[config.mk]
export PLATFORM = sky130hd
export DESIGN_NAME = mbd_pair
export DESIGN_NICKNAME = d
export VERILOG_FILES = /design/src/mbd_pkg.sv /design/src/mbd_pair.sv
export SDC_FILE = /design/constraint.sdc
export NUM_CORES = 1
export LEC_CHECK = 0
export ABC_AREA = 1
export BUFFER_PORTS_ARGS = -buffer_cell sky130_fd_sc_hd__buf_2
export CAP_MARGIN = 20
export CORE_MARGIN = 2
export CORE_UTILIZATION = 42
export DETAILED_ROUTE_END_ITERATION = 6
export HOLD_SLACK_MARGIN = 0.1
export PLACE_DENSITY = 0.65
export SYNTH_ARGS = -nofsm -noshare
export SYNTH_HDL_FRONTEND = slang
export SYNTH_SLANG_ARGS = --single-unit
[constraint.sdc]
create_clock -name clock -period 6.9 [get_ports clock]
set_input_delay 1.035 -clock clock [delete_from_list [all_inputs] [get_ports clock]]
set_output_delay 1.035 -clock clock [all_outputs]
set_load 0.1 [all_outputs]
[src/mbd_pkg.sv]
// Shared types, constants and helpers of the 2x2 box-filter downsampler.
`default_nettype none
package mbd_pkg;

   localparam int MAX_WIDTH   = 1024;
   localparam int MAX_HEIGHT  = 1024;
   localparam int PAIRS       = (MAX_WIDTH + 1) / 2;
   localparam int SIZE_W      = 11;
   localparam int POS_W       = $clog2(MAX_WIDTH);
   localparam int ROW_W       = $clog2(MAX_HEIGHT);
   localparam int PAIR_ADDR_W = POS_W - 1;
   localparam int CSR_INDEX_W = 2;

   localparam logic [CSR_INDEX_W-1:0] CSR_IMAGE_WIDTH    = 2'd0;
   localparam logic [CSR_INDEX_W-1:0] CSR_IMAGE_HEIGHT   = 2'd1;
   localparam logic [CSR_INDEX_W-1:0] CSR_SINGLE_CHANNEL = 2'd2;

   typedef struct packed {
      logic [7:0] a;
      logic [7:0] b;
      logic [7:0] c;
   } pixel_type;

   typedef struct packed {
      logic [8:0] a;
      logic [8:0] b;
      logic [8:0] c;
   } sums_type;

   typedef struct packed {
      logic     odd_row;
      logic     row0;
      logic     frame_end;
      sums_type pair;
   } stage_type;

   typedef struct packed {
      logic                   emit;
      logic                   line_wr;
      logic                   first_wr;
      logic [PAIR_ADDR_W-1:0] addr;
      stage_type              info;
   } step_type;

   // A size of zero counts as one; a size above the maximum saturates.
   function automatic logic [SIZE_W-1:0] clamp_size(input logic [SIZE_W-1:0] v,
                                                    input logic [SIZE_W-1:0] maxv);
      logic [SIZE_W-1:0] r;
      if (v == '0) begin
         r = SIZE_W'(1);
      end else if (v > maxv) begin
         r = maxv;
      end else begin
         r = v;
      end
      return r;
   endfunction

endpackage
`default_nettype wire

[src/mbd_pair.sv]
// Position counters, horizontal pairing and line-store access decode for one pixel.
`default_nettype none
module mbd_pair (
   input  wire logic                      clock,
   input  wire logic                      reset,
   input  wire logic                      accept,
   input  wire logic                      size_write,
   input  wire mbd_pkg::pixel_type        pixel,
   input  wire logic [mbd_pkg::SIZE_W-1:0] image_width,
   input  wire logic [mbd_pkg::SIZE_W-1:0] image_height,
   output      mbd_pkg::step_type         step
);

   logic [mbd_pkg::POS_W-1:0]  col_ff, col_in;
   logic [mbd_pkg::ROW_W-1:0]  row_ff, row_in;
   mbd_pkg::pixel_type         hold_ff, hold_in;
   mbd_pkg::pixel_type         first_ff, first_in;

   logic [mbd_pkg::SIZE_W-1:0] w_eff, h_eff;
   logic [mbd_pkg::POS_W-1:0]  x;
   logic [mbd_pkg::ROW_W-1:0]  y;
   logic                       last_col, last_row, col0, have_pair;
   mbd_pkg::pixel_type         partner;

   assign w_eff = mbd_pkg::clamp_size(image_width, mbd_pkg::SIZE_W'(mbd_pkg::MAX_WIDTH));
   assign h_eff = mbd_pkg::clamp_size(image_height, mbd_pkg::SIZE_W'(mbd_pkg::MAX_HEIGHT));

   always_comb begin
      x = (mbd_pkg::SIZE_W'(col_ff) >= w_eff) ? mbd_pkg::POS_W'(w_eff - 1'b1) : col_ff;
      y = (mbd_pkg::SIZE_W'(row_ff) >= h_eff) ? mbd_pkg::ROW_W'(h_eff - 1'b1) : row_ff;
      last_col  = (mbd_pkg::SIZE_W'(x) == (w_eff - 1'b1));
      last_row  = (mbd_pkg::SIZE_W'(y) == (h_eff - 1'b1));
      col0      = (x == '0);
      have_pair = x[0] || last_col;

      if (x[0]) begin
         partner = hold_ff;
      end else if (col0) begin
         partner = pixel;
      end else begin
         partner = first_ff;
      end

      step.info.pair.a    = {1'b0, partner.a} + {1'b0, pixel.a};
      step.info.pair.b    = {1'b0, partner.b} + {1'b0, pixel.b};
      step.info.pair.c    = {1'b0, partner.c} + {1'b0, pixel.c};
      step.info.odd_row   = y[0];
      step.info.row0      = (y == '0);
      step.info.frame_end = last_col && last_row;
      step.addr           = x[mbd_pkg::POS_W-1:1];
      step.line_wr        = have_pair && !y[0];
      step.first_wr       = have_pair && (y == '0);
      step.emit           = have_pair && (y[0] || last_row);

      col_in   = col_ff;
      row_in   = row_ff;
      hold_in  = hold_ff;
      first_in = first_ff;
      if (size_write) begin
         col_in = '0;
         row_in = '0;
      end else if (accept) begin
         if (last_col) begin
            col_in = '0;
            row_in = last_row ? '0 : y + 1'b1;
         end else begin
            col_in = x + 1'b1;
            row_in = y;
         end
         if (!x[0]) begin
            hold_in = pixel;
         end
         if (col0) begin
            first_in = pixel;
         end
      end
   end

   always_ff @(posedge clock) begin
      if (reset) begin
         col_ff <= '0;
         row_ff <= '0;
      end else begin
         col_ff <= col_in;
         row_ff <= row_in;
      end
   end

   always_ff @(posedge clock) begin
      hold_ff  <= hold_in;
      first_ff <= first_in;
   end

endmodule
`default_nettype wire

After elaboration in Yosys (flattened, before gate mapping)

Index checks and enable logic that the tools add are counted.

Add/sub/neg operators: 7
$lt $le $gt $ge: 4
Eq/ne operators: 2
Muxes and demuxes: 11
Bitwise gates (word level): 2
Reduce and logical (&&, ||, !) cells: 14

Operators by type and width:

| kind                                                                  | count |
|---|---|
| 10-bit two-way mux                                                    | 5 |
| 24-bit two-way mux                                                    | 2 |
| 11-bit two-way mux                                                    | 4 |
| 8-bit by 8-bit adder with 9-bit output                                | 3 |
| 10-bit by 11-bit equality test with 1-bit output                      | 2 |
| 10-bit by 11-bit greater-or-equal comparator with 1-bit output        | 2 |
| 11-bit greater-than comparator (second input constant)                | 2 |
| 11-bit logical NOT                                                    | 2 |
| 11-bit by 1-bit subtractor with 11-bit output (second input constant) | 2 |
| 10-bit by 1-bit adder with 10-bit output (second input constant)      | 2 |
| 10-bit logical NOT                                                    | 2 |
| 1-bit logical AND                                                     | 4 |
| 3-bit AND reduction                                                   | 1 |
| 1-bit logical OR                                                      | 2 |
| 1-bit inverter                                                        | 2 |
| 2-bit AND reduction                                                   | 1 |
| 2-bit OR reduction                                                    | 1 |
| 1-bit logical NOT                                                     | 1 |

Flip-flop bits (word level): 68
Word-level logic and storage cells: 48

Longest topological paths before layout

Depth after elaboration: 9
Depth in mapped cells: 39
Depth with buffers taken out: 33

Worst setup path before layout

Ideal clock, no wire load.

Path type: input port to output port
From: input image_width[3] (netlist name)
To: output step[24] (netlist name)
Arrival time: 7787 ps
Path slack: -1922 ps
Cell stages on the path: 33
Buffers on the path: 5
Path through: nor2_1 -> nand3_1 -> o21ai_2 -> buf_6 -> nand2_2 -> ha_1 -> nand2_1 -> nor3_2 -> nand3_1 -> nand4_1 -> buf_6 -> buf_6 -> nor2_1 -> a21oi_1 -> inv_1 -> ha_1 -> nand3_1 -> nor2_2 -> nand3_2 -> buf_6 -> buf_12 -> nand2_2 -> o21ai_2 -> nand2_1 -> nand2_1 -> ha_1 -> inv_1 -> fa_1 -> o21ai_0 -> a21oi_1 -> nor2_1 -> nor2_1 -> xor2_1

RTL lines:

| element            | line           | RTL |
|---|---|---|
| start: declaration | mbd_pair.sv:9  | `input wire logic [mbd_pkg::SIZE_W-1:0] image_width,` |
| end: declaration   | mbd_pair.sv:11 | `output mbd_pkg::step_type step` |

==> reports/metrics.cfg <==
[run_status]
status = complete, no violations

[synth]
synthTopCellsByArea = edfxtp_1 (22%), nand2_1 (17%), ha_1 (9.5%), inv_1 (7.1%), nand3_1 (6.3%)
synth_top_family_by_area = simple AND/OR/NAND/NOR gates
synth_simple_gate_area_frac = 0.360
synth_seq_cells = 68
synth-edff-count = 48
synth_mux_area_frac = 0
synth_top_cell_by_area = edfxtp_1
synthAdderAreaFrac = 0.104
synth_compound_area_frac = 0.119
synth_xor_area_frac = 0.0280
yosys_warnings = 0
synth_ff_type = edfxtp_1
synth-async-reset-ratio = 0
syn_area_per_cell_sq_um = 6.75
syn_inst = 975
ys_seq_area_frac = 0.280
synth_area_sq_um = 6580
synth_nets = 1078
ys_types = 44
synth_top_area_share = 0.219

[final_layout]
antenna_cells = 0
synthToLayoutAreaGrowth_pct = 34.2
drive_gt1_frac = 0.273
final_design_area_no_fill_sq_um = 8830
layout_commonest_cell = nand2_1
most-common-layout-cells = nand2_1 (289), inv_1 (124), nor2_1 (82)
final_nets = 1191

[global_routing]
track_usage = 0.207
grt_max_degree = 29
grt_pass1_wl_microns = 27900
grt_pass1_vias = 5882
met3_usage = 0.0495
use_met2 = 0.344
antenna_found_initial = 1
grtUsageMet1 = 0.283
top_usage_layer = met2
overflow = 0

[clock_tree]
h-tree-depth = 3
clockBufferDepth = 2
clock_latency_ns = 0.33
cts.sinks = 68
clockRootBuffer = clkbuf_16
clk_pin_slew_worst_paths_ns = 0.06
cts_tree = yes
cts_made_buffers = 9

[drt]
via_per_inst = 4.98
firstDrtPassIters = 5
drc_errors = 0
routed_wl_microns = 17300
vias = 6490
drtIter0Drc = 466
antenna_left = 0
wl_per_cell_microns = 13.3

[setup_path]
required_ns = 5.86
regToRegSetupSlack_ns = 3.58
crit_path_start = image_width[3]
worstRegToRegCells = 19
end_kind = output pin
crit_arrival_ns = 5.64
max_stage_delay_ns = 0.28
cp_max_fo = 11
crit_family = simple AND/OR/NAND/NOR gates
rr_startpoint = col_ff[9]$_SDFFE_PP0P_
worst_path_max_delay_cell = ha_4
crit_type = input port to output pin
cp.depth = 36
path_buf_inv = 9
critPathCapture = step[7]
worstReg2RegEnd = col_ff[8]$_SDFFE_PP0P_
crit_path_start_kind = input port

[placed_design]
dp_hpwl_microns = 13000
portBuffers = 91
place_congestion = 0.892
placed_cell_area_sq_um = 8270
pre_cts_slack_ns = 0.190

[sta]
setup_viol = 0
fin_tns_setup_ns = 0
worst_slew_pin_slew_ns = 0.766
finalMaxSlewViolations = 0
slew_headroom = 0.489
hold_viol_final = 0
fin_worst_skew_ns = 0.00603
fmax_mhz = 150
fin_ws_ns = 0.225
min_period_ns = 6.67
hold_ws_ns = 0.474
rsz0062_at_grt = true
min_period_over_period = 0.967

[floorplanning]
die_h_microns = 129
core_area_sq_um = 15300
ios = 92
die-area_sq_um = 16700
initial_utilization = 0.431
rows = 45
die_w_microns = 129

[power_and_ir_drop]
p_per_area_nw_per_um2 = 415
p_total_mw = 3.66
irDropWorstVdd_v = 0.000542
leakagePower_nw = 4.23

[hold_path]
min_from = row_ff[0]$_SDFFE_PP0P_
min_path_type = flop to flop

[job]
maxCapViolations = 0

worst min-delay path by stage:
stage	slack [ns]	end	cells after the start
after detailed placement	0.47	row_ff[0]$_SDFFE_PP0P_	2
after global placement	0.46	row_ff[0]$_SDFFE_PP0P_	2
final	0.47	row_ff[0]$_SDFFE_PP0P_	2
after floorplan	0.45	row_ff[0]$_SDFFE_PP0P_	2
after global routing	0.48	row_ff[0]$_SDFFE_PP0P_	2
after CTS	0.48	row_ff[0]$_SDFFE_PP0P_	2
power breakdown:
part / internal [mW] / switching, mW / leakage, nW / total [mW]
registers: 0.484 / 0.0118 / 0.612 / 0.496
clock network: 0.315 / 0.177 / 0.153 / 0.492
logic: 0.958 / 1.72 / 3.46 / 2.67
cell families (layout without fill, tap and decap cells):
family / count (synthesis) / count (layout)
and+or+nand+nor: 546 / 546
buffers and inverters: 167 / 285
AOI/OAI and AO/OA: 120 / 120
DFF: 68 / 68
adders and majority gates: 53 / 53
xor gates and xnor gates: 21 / 21
state kept, by name, summed over array words and instances (netlist names):
register / cells
hold_ff: 24
row_ff: 10
col_ff: 10
first_ff: 24
cell type report:
cell class                 instances  area [sq um]
clock inverter                     7          90.1
fill                            1443          6430
sequential                        68          1840
clock buffer                       9           225
timing repair buffer             127          1250
inverter                         142           536
multi-input combinational        740          4620
tap                              211           264
synthesized netlist by cell type (5+ instances only):
master    number
a21oi_1       42
buf_2          7
clkbuf_1       7
dfxtp_1       20
edfxtp_1      48
ha_1          50
inv_1        125
inv_2         15
nand2_1      297
nand2_2       24
nand3_1       83
nand4_1       28
nor2_1        89
nor2_2         6
nor3_1         6
o21ai_0       26
o21ai_2       30
or2_2          5
xor2_1        18
layer usage:
metal | part of all wire | vias to the layer above
met1 | 0.46 | 2932
met5 | 0.00064 | -
met3 | 0.054 | 12
li1 | - | 3395
met4 | 0.0061 | 2
met2 | 0.48 | 149
worst reg2reg max path, cell delays in order (launching register included):
cell      delay, ns
dfxtp_1        0.41
ha_1           0.27
inv_1          0.12
nor2_1         0.06
a21boi_1       0.19
nand4_1        0.11
buf_4          0.16
buf_12         0.14
nand2_1        0.06
o21a_1         0.14
buf_4          0.36
ha_1           0.24
nand2_1        0.09
nor2_1         0.16
nand2_1        0.11
nor2_1         0.18
nand3_1        0.12
xor2_1         0.15
nand2_1        0.06
a21oi_1        0.05
metrics by stage:
step	instances	utilization
global placement	1273	0.542
finish	1304	0.579
detailed placement	1273	0.542
CTS	1289	0.563
floorplan	975	-
global route	1304	0.579
what timing repair did:
item | CTS | global route
endpoints found under the setup margin | 0 | 12
buffers inserted | 0 | 12
hold buffers | 0 | 0
gates resized for setup | 0 | 24
Power figures use the tool's default switching activity.
