### src/mbd_pkg.sv
// Shared types, constants and helpers of the 2x2 box-filter downsampler.
`default_nettype none
package mbd_pkg;

   localparam int MAX_WIDTH   = 1024;
   localparam int MAX_HEIGHT  = 1024;
   localparam int PAIRS       = (MAX_WIDTH + 1) / 2;
   localparam int SIZE_W      = 11;
   localparam int POS_W       = $clog2(MAX_WIDTH);
   localparam int ROW_W       = $clog2(MAX_HEIGHT);
   localparam int PAIR_ADDR_W = POS_W - 1;
   localparam int CSR_INDEX_W = 2;

   localparam logic [CSR_INDEX_W-1:0] CSR_IMAGE_WIDTH    = 2'd0;
   localparam logic [CSR_INDEX_W-1:0] CSR_IMAGE_HEIGHT   = 2'd1;
   localparam logic [CSR_INDEX_W-1:0] CSR_SINGLE_CHANNEL = 2'd2;

   typedef struct packed {
      logic [7:0] a;
      logic [7:0] b;
      logic [7:0] c;
   } pixel_type;

   typedef struct packed {
      logic [8:0] a;
      logic [8:0] b;
      logic [8:0] c;
   } sums_type;

   typedef struct packed {
      logic     odd_row;
      logic     row0;
      logic     frame_end;
      sums_type pair;
   } stage_type;

   typedef struct packed {
      logic                   emit;
      logic                   line_wr;
      logic                   first_wr;
      logic [PAIR_ADDR_W-1:0] addr;
      stage_type              info;
   } step_type;

   // A size of zero counts as one; a size above the maximum saturates.
   function automatic logic [SIZE_W-1:0] clamp_size(input logic [SIZE_W-1:0] v,
                                                    input logic [SIZE_W-1:0] maxv);
      logic [SIZE_W-1:0] r;
      if (v == '0) begin
         r = SIZE_W'(1);
      end else if (v > maxv) begin
         r = maxv;
      end else begin
         r = v;
      end
      return r;
   endfunction

endpackage
`default_nettype wire

### src/mbd_if.sv
// Valid/ready channel interfaces for source pixels and averaged output pixels.
`default_nettype none


interface mbd_rsp_if;
   logic       valid;
   logic       ready;
   logic [7:0] avg_a;
   logic [7:0] avg_b;
   logic [7:0] avg_c;
   logic       frame_end;

   modport source (output valid, output avg_a, output avg_b, output avg_c,
                   output frame_end, input ready);
   modport sink (input valid, input avg_a, input avg_b, input avg_c,
                 input frame_end, output ready);
endinterface
`default_nettype wire

### src/mbd_out.sv
// Vertical combine of pair sums, truncating average and the output register.
`default_nettype none
module mbd_out (
   input  wire logic               clock,
   input  wire logic               reset,
   input  wire logic               load,
   input  wire mbd_pkg::stage_type info,
   input  wire mbd_pkg::sums_type  line_data,
   input  wire mbd_pkg::sums_type  first_data,
   input  wire logic               single_channel,
   output      logic               take,
   mbd_rsp_if.source               rsp
);

   mbd_pkg::sums_type other;
   logic [9:0]        sum_a, sum_b, sum_c;
   logic              valid_ff, valid_in;
   mbd_pkg::pixel_type avg_ff, avg_in;
   logic              frame_end_ff, frame_end_in;

   always_comb begin
      // On a single-row image row 0 pairs with itself in the same transaction.
      if (info.odd_row) begin
         other = line_data;
      end else if (info.row0) begin
         other = info.pair;
      end else begin
         other = first_data;
      end
      sum_a = {1'b0, info.pair.a} + {1'b0, other.a};
      sum_b = {1'b0, info.pair.b} + {1'b0, other.b};
      sum_c = {1'b0, info.pair.c} + {1'b0, other.c};

      take         = !valid_ff || rsp.ready;
      valid_in     = load ? 1'b1 : (rsp.ready ? 1'b0 : valid_ff);
      avg_in       = avg_ff;
      frame_end_in = frame_end_ff;
      if (load) begin
         avg_in.a     = sum_a[9:2];
         avg_in.b     = single_channel ? 8'd0 : sum_b[9:2];
         avg_in.c     = single_channel ? 8'd0 : sum_c[9:2];
         frame_end_in = info.frame_end;
      end
   end

   always_ff @(posedge clock) begin
      if (reset) begin
         valid_ff <= 1'b0;
      end else begin
         valid_ff <= valid_in;
      end
   end

   always_ff @(posedge clock) begin
      avg_ff       <= avg_in;
      frame_end_ff <= frame_end_in;
   end

   assign rsp.valid     = valid_ff;
   assign rsp.avg_a     = avg_ff.a;
   assign rsp.avg_b     = avg_ff.b;
   assign rsp.avg_c     = avg_ff.c;
   assign rsp.frame_end = frame_end_ff;

endmodule
`default_nettype wire

### src/flat_wrapper.sv
// flat-port wrapper written by rule: the top's interface ports become plain ports
module mbd_out_flat 
  (clock, reset, load, info, line_data, first_data, single_channel, take, rsp_valid, rsp_avg_a, rsp_avg_b, rsp_avg_c, rsp_frame_end, rsp_ready);
  mbd_rsp_if rsp_i ();
  input  wire logic clock;
  input  wire logic reset;
  input  wire logic load;
  input  wire mbd_pkg::stage_type info;
  input  wire mbd_pkg::sums_type line_data;
  input  wire mbd_pkg::sums_type first_data;
  input  wire logic single_channel;
  output      logic take;
  output wire logic [$bits(rsp_i.valid)-1:0] rsp_valid;
  output wire logic [$bits(rsp_i.avg_a)-1:0] rsp_avg_a;
  output wire logic [$bits(rsp_i.avg_b)-1:0] rsp_avg_b;
  output wire logic [$bits(rsp_i.avg_c)-1:0] rsp_avg_c;
  output wire logic [$bits(rsp_i.frame_end)-1:0] rsp_frame_end;
  input wire logic [$bits(rsp_i.ready)-1:0] rsp_ready;
  assign rsp_valid = rsp_i.valid;
  assign rsp_avg_a = rsp_i.avg_a;
  assign rsp_avg_b = rsp_i.avg_b;
  assign rsp_avg_c = rsp_i.avg_c;
  assign rsp_frame_end = rsp_i.frame_end;
  assign rsp_i.ready = rsp_ready;
  mbd_out u_core (.clock(clock), .reset(reset), .load(load), .info(info), .line_data(line_data), .first_data(first_data), .single_channel(single_channel), .take(take), .rsp(rsp_i));
endmodule
### config.mk
export PLATFORM = sky130hd
export DESIGN_NAME = mbd_out_flat
export DESIGN_NICKNAME = d
export VERILOG_FILES = /design/src/mbd_pkg.sv /design/src/mbd_if.sv /design/src/mbd_out.sv /design/src/flat_wrapper.sv
export SDC_FILE = /design/constraint.sdc
export NUM_CORES = 1
export LEC_CHECK = 0
export BUFFER_PORTS_ARGS = -buffer_cell sky130_fd_sc_hd__buf_2
export CORE_ASPECT_RATIO = 1.25
export CORE_MARGIN = 3
export CORE_UTILIZATION = 45
export DETAILED_ROUTE_END_ITERATION = 10
export PLACE_DENSITY = 0.79
export SYNTH_ARGS = -nofsm -noshare
export SYNTH_HDL_FRONTEND = slang
export SYNTH_SLANG_ARGS = --single-unit
### constraint.sdc
create_clock -name clock -period 3.2 [get_ports clock]
set_input_delay 0.16 -clock clock [delete_from_list [all_inputs] [get_ports clock]]
set_output_delay 0.16 -clock clock [all_outputs]
set_load 0.05 [all_outputs]
* Word level (Yosys, flattened, before mapping)
Index checks and enable logic that the tools add are counted.
Cells by class: multiplexer cells 4, add/sub/neg operators 3, reduce and logical (&&, ||, !) cells 3
Operators by type and width (count):
- $mux W27 | 2
- $add A9 B9 Y10 | 3
- $mux W1 | 2
- $reduce_bool A2 Y1 | 1
- $logic_not A1 Y1 | 1
- $logic_or A1 B1 Y1 | 1
Word-level totals: logic and storage cells 15, input port bits 89, bits in registers 26

* Longest topological paths before layout
Gate-level depths: netlist (run 1).
depth in word-level cells 3, depth in mapped cells 11, depth with buffers taken out 8

* Worst setup path before layout (run 1)
Ideal clock, no wire load.
kind in2reg, start input info[28] in the netlist's numbering, end register u_core.avg_ff, in the netlist u_core.rsp.avg_b[7] (data pin), buffers on the path 2, slack 567 ps, arrival time 2378 ps, stages on the path 10, cells stage by stage buf_6 -> clkbuf_1 -> mux2i_1 -> o21ai_0 -> ha_1 -> or3_1 -> a41o_4 -> and3_4 -> o21a_1 -> o21ba_1
On the way: longest elaborated chain between the ends 3
RTL lines:
- from (decl) | RTL line flat_wrapper.sv:8 | input wire mbd_pkg::stage_type info;
- $mux W27 | RTL line mbd_out.sv:25 | end else if (info.row0) begin
- $mux W27 | RTL line mbd_out.sv:23 | if (info.odd_row) begin
- $add A9 B9 Y10 | RTL line mbd_out.sv:31 | sum_b = {1'b0, info.pair.b} + {1'b0, other.b};
- to (signal assigned) | RTL line mbd_out.sv:55 | avg_ff <= avg_in;
- to (decl) | RTL line mbd_out.sv:18 | mbd_pkg::pixel_type avg_ff, avg_in;
No other way between the ends. A chain may end at the register's enable or synchronous reset.

* Worst setup path in the final report (run 1)
Same ends and word-level chain as after synthesis.

==> results.md, run 1 <==
- R2R setup slack: between 2000 and 3000 ps
- Synth warn: 0
- Worst Min Path Start: reset
- Max Slew Vio Count: 0
- Unique cell type count in the Yosys netlist: between 40 and 50
- Global-route wire length before repair: ~9.1 mm
- Fin worst setup slack: between 600 and 700 ps
- Post-synthesis sequential area ratio: between 30% and 40%
- Number of port buffers: between 100 and 150
- Initial core utilization: 48.0%
- CTS H-tree depth: 1
- Dpl hpwl: 4.46 mm
- Via Count: between 2000 and 2500
- Avg Vias per Cell: between 5 and 6
- Crit path DAT: roughly 2500 ps
- Hold Path Class: primary input to register
- Lkg Pwr: between 0.001 and 0.0015 uW
- Syn_nets: between 300 and 400
- RSZ-0062 raised after global routing: false
- Commonest cells after routing, fill and taps aside: buf_2, nand2_1, o21ai_0, edfxtp_1
- FMAX: between 300 and 400 MHz
- Gate Count Post-Synth: ~250
- Post_cts resized: 0
- Top Ports: around 120
- Post-synth EDFFs: 25
- Asr flop ratio synth: 0%
- Hold Path Depth: 2
- Cts hold-fix bufs: 0
- Largest net degree at the start of global routing: 55
- CP endpoint kind: register
- Vias in the first global route: between 2000 and 2500
- Clock Root Buffer: clkbuf_8
- Gpl congestion: 0.797
- Yosys reg bits: 26
- Initial antenna violation count: 0
- Worst r2r path cells: 2
- Clock skew: 0 ps
- Ant diodes: 0
- Netlist Area Pre-Place: approximately 2300 um^2
- Die footprint: 6110 um^2
- Pwr/cell area: ~420 nW/um^2
- Critical Path RT: roughly 3200 ps
- Routed WL: ~5.5 mm
- Core box area: approximately 4900 um^2
- Max-cap viol count: 0
- Final Hold Vio Count: 0
- Startpoint Class: primary input
- Synth Flop Type: edfxtp_1
- Overall routing resource usage: about 18%
- Worst-skew pair later-pin latency: 270 ps
- Worst Tran Pin Value: 758 ps
- Clk buf depth: 2
- Remaining routing DRC violations: 0
- Wire length per cell: around 13 um
- Critical-path maximum fanout: 21
- Reg2reg end: u_core.rsp.valid
- Nets: 470
- Dpl ws: between 400 and 500 ps
- Share of cells above drive strength 1: between 30% and 40%
- Setup CP Type: primary input to register
- Post-CTS setup buffer count: 0
- Final Cycle Share: about four fifths
- Worst r2r src: u_core.rsp.valid
- Drt initial violations: just under 100
- Clk sinks: 26
- Status: completed
- Synthesized area per cell: between 9 and 10 um^2
- Hold Path End: u_core.rsp.valid
- Slew HR: between 40% and 50%
- Synth-to-layout area growth: 28.0%
- Setup Viol. Count Final: 0
- TNS Setup: 0 ps
- Most common cell after layout, fill and taps aside: buf_2
- Maximum VDD drop: slightly below 0.2 mV
- Chip width: between 70 and 80 um
- Clk slew on worst S/H paths: around 90 ps
- CTS tree: built
- Die Y: between 80 and 90 um
- Crit path time final: 2500 ps
- Cell Rows: 28
- TritonRoute pass-1 iters: 4
- Routed Antenna Nets: 0
- CTS buffer count: 3
- GRT Residual Overflow: 0
-- cells in the mapped netlist (all sizes together), types with 3 or more instances --
master | count | area [um^2]
a21o | 6 | 45.0
a21oi | 9 | 52.6
a41oi | 3 | 45.1
and3 | 3 | 23.8
buf | 3 | 27.5
clkbuf | 8 | 30.0
edfxtp | 25 | 751
ha | 24 | 300
inv | 5 | 18.8
mux2i | 24 | 240
nand2 | 29 | 109
nand2b | 4 | 25.0
nor2 | 18 | 67.6
nor3 | 11 | 55.1
o21a | 4 | 30.0
o21ai | 28 | 140
o21bai | 3 | 22.5
or3 | 4 | 35.0
xnor2 | 10 | 87.6
xor2 | 6 | 52.6
-- routing by layer --
metal	vias up	wire length, um	GRT usage [%]
met4	0	121	7.84
met5	-	0	0
met2	89	2860	35.1
met3	10	382	1.97
li1	1134	-	-
met1	953	2130	19.4
-- metrics by stage --
| step | util (%) | instances | power, uW | instance area (um^2) | hold WS [ps] |
|---|---|---|---|---|---|
| finish | 61.5 | 416 | 1260 | 3000 | 32.9 |
| floorplan | - | 247 | 904 | 2340 | 229 |
| global placement | 60.4 | 412 | 1040 | 2940 | 318 |
| detailed placement | 60.4 | 412 | 1060 | 2940 | 322 |
| CTS | 61.5 | 416 | 1270 | 3000 | 31.9 |
| global route | 61.5 | 416 | 1340 | 3000 | 34.5 |
-- logic make-up after synthesis --
family                   Yosys count  synth area share (%)
AND/OR/NAND/NOR                   74                  14.7
AO/OA/AOI/OAI                     66                  19.5
flip-flops                        26                  32.9
multiplexers                      25                  10.7
adder cells (fa/ha/maj)           24                  12.8
XOR/XNOR                          16                  5.99
buffers and inverters             16                  3.26
-- layout make-up --
class | instances | area, um^2
Clock buffer | 4 | 55.1
Fill cell | 434 | 1870
Inverter | 5 | 18.8
Multi-Input combinational cell | 205 | 1490
Sequential cell | 26 | 771
Tap cell | 60 | 75.1
Timing Repair Buffer | 116 | 583
-- report_power, final --
part	switching [uW]	leakage, uW	total [uW]	internal (uW)
Combinational	386	0.00118	600	214
Sequential	10.6	0.000251	448	438
Clock	103	0.0000288	213	110
-- state kept, by name, summed over array words and instances (netlist names) --
register and flops:
u_core.rsp.avg_b 8, u_core.rsp.valid 1, u_core.rsp.avg_c 8, u_core.rsp.frame_end 1, u_core.rsp.avg_a 8
-- worst max path at each step --
stage	start	to	slack, ps	cells past startpoint
2_1_floorplan	info[28]	u_core.rsp.avg_b[7]	570	10
3_3_place_gp	info[28]	u_core.rsp.avg_b[7]	480	10
3_5_place_dp	info[28]	u_core.rsp.avg_b[7]	420	10
4_1_cts	info[28]	u_core.rsp.avg_b[7]	700	10
5_1_grt	info[28]	u_core.rsp.avg_b[7]	540	10
6_report	info[28]	u_core.rsp.avg_b[7]	700	10
-- critical path, cell delays in order --
cell,delay (ps)
buf_2,450
buf_4,290
mux2i_1,190
o21ai_0,90
ha_1,380
a21o_1,220
a21o_1,210
a21o_1,190
o21a_1,180
o21ba_1,170
Note: power is estimated with default switching activity, not from simulation.
==> inputs of run 2 (changes only) <==
==> constraint.sdc (replaced) <==
create_clock -name clock -period 2.41 [get_ports clock]
set_input_delay 0.1205 -clock clock [delete_from_list [all_inputs] [get_ports clock]]
set_output_delay 0.1205 -clock clock [all_outputs]
set_load 0.05 [all_outputs]
==> results.md, run 2 (synthesized netlist as in run 1, its figures left out) <==
- Routed WL: 5.56 mm
- Cell Area, Placed: slightly above 3000 um^2
- Die footprint: about 6000 um^2
- Startpoint Class: primary input
- Clock skew: 0 ps
- CTS tree: built
- GRT Residual Overflow: 0
- Commonest cells after routing, fill and taps aside: buf_2, nand2_1, o21ai_0, edfxtp_1
- Slowest CP cell: buf_2
- Critical-path maximum fanout: 27
- Post_cts resized: 0
- Pwr/cell area: about 550 nW/um^2
- Hold WS: approximately 29 ps
- Routed Antenna Nets: 0
- Final Hold Vio Count: 0
- Crit path time final: 2210 ps
- Wire length per cell: roughly 13 um
- Chip width: 70.5 um
- M3 GR Usage: 2.55%
- Clock network power share: about 17%
- Met2 usage: ~36%
- Combinational fraction of design power: between 40% and 50%
- Setup Viol. Count Final: 0
- TritonRoute pass-1 iters: 4
- FMAX: roughly 450 MHz
- Number of port buffers: 115
- Status: completed
- Crit path DAT: ~2200 ps
- Switching share of power: 39.3%
- Critical Path RT: roughly 2400 ps
- Initial antenna violation count: 0
- Final cell count without fillers: about 430
- Clock Root Buffer: clkbuf_8
- RSZ-0062 raised after global routing: false
- Dpl hpwl: 4.55 mm
- CP Cell Sequence: buf_2, buf_4, nand2_1, o21ai_0, ha_1, o211a_1, o21ai_0, a21oi_2, a21oi_2, mux2_1
- Gpl congestion: 0.806
- Setup CP Type: primary input to register
- Nets: 481
- Top Ports: about 120
- Hold Path Class: primary input to register
- Core box area: about 4900 um^2
- Remaining routing DRC violations: 0
- Synth-to-layout area growth: 32.2%
- Dpl cells: around 420
- Global-route wire length before repair: ~9.5 mm
- Max Slew Vio Count: 0
- Initial core utilization: 48.0%
- Final instance area: just over 3000 um^2
- Drt initial violations: slightly below 100
- Part of the power in registers: roughly a third
- Clk buf depth: 2
- Final Cycle Share: around 92%
- Cell Rows: 28
- CTS buffer count: 3
- Maximum VDD drop: between 0.2 and 0.25 mV
- M1 GR Usage: between 20% and 30%
- Pint: a little over 1000 uW
- Avg Vias per Cell: 5.18
- Die Y: slightly below 90 um
- Fin worst setup slack: 203 ps
- Filler instances: around 410
- Global routing's busiest layer: met2
- Max-cap viol count: 0
- Dpl ws: -102 ps
- Worst Tran Pin Value: ~580 ps
- Crit-path max cell delay: about 360 ps
- CTS H-tree depth: 1
- Slew HR: between 60% and 70%
- Clk slew on worst S/H paths: approximately 90 ps
- Largest net degree at the start of global routing: 28
- Ant diodes: 0
- Via Count: around 2200
- Lkg Pwr: ~0.0015 uW
- Worst-skew pair later-pin latency: ~260 ps
- P_sw: ~670 uW
- Clk sinks: 26
- Overall routing resource usage: a little under a fifth
- CP endpoint kind: register
- Vias in the first global route: between 2000 and 2500
- Share of cells above drive strength 1: 37.3%
- Most common cell after layout, fill and taps aside: buf_2
- TNS Setup: 0 ps
-- run 2: worst max-delay path: cells and delay by family --
family          cells  cell delay [ps]
buf+inv             2              610
fa+ha+maj           1              280
mux                 1              320
compound gates      5              830
simple gates        1               70
-- run 2: worst paths after layout --
check                                       from                   end  slack, ps  cells past startpoint
worst min-delay path                    info[27]  u_core.rsp.frame_end         30                      1
worst max register to register  u_core.rsp.valid      u_core.rsp.valid       1820                      2
worst max-delay path                    info[29]   u_core.rsp.avg_c[5]        200                     10
worst min register to register  u_core.rsp.valid      u_core.rsp.valid        500                      2
-- run 2: cell type report --
class                           count  area (um^2)  area share [%]
Timing Repair Buffer              127          681            22.0
Multi-Input combinational cell    205         1490            48.3
Sequential cell                    26          771            24.9
Clock buffer                        4         55.1            1.78
Tap cell                           60         75.1            2.43
Inverter                            5         18.8           0.607
-- run 2: power groups by stage --
stage          clock network [uW]  logic [uW]  registers, uW
2_1_floorplan                   0         359            841
3_3_place_gp                    0         800            608
3_5_place_dp                    0         814            610
4_1_cts                       287         818            599
5_1_grt                       303         894            605
6_report                      283         813            598
-- run 2: stage by stage --
stage	util, %	total power (uW)
2_1_floorplan	-	1200
3_3_place_gp	62.2	1410
3_5_place_dp	62.2	1420
4_1_cts	63.5	1700
5_1_grt	63.5	1800
6_report	63.5	1690
-- run 2: what timing repair did --
| item | 4_1_cts | 5_1_grt |
|---|---|---|
| setup endpoints to repair | 0 | 0 |
| buffers inserted | 0 | 0 |
| endpoints found under the hold margin | 1 | 0 |
| hold buffers | 1 | 0 |
-- run 2: metal layers --
metal | wire [um] | part of all wire [%]
met1 | 2200 | 39
met2 | 2940 | 53
met4 | 95 | 1.7
met3 | 329 | 5.9
met5 | 0 | 0
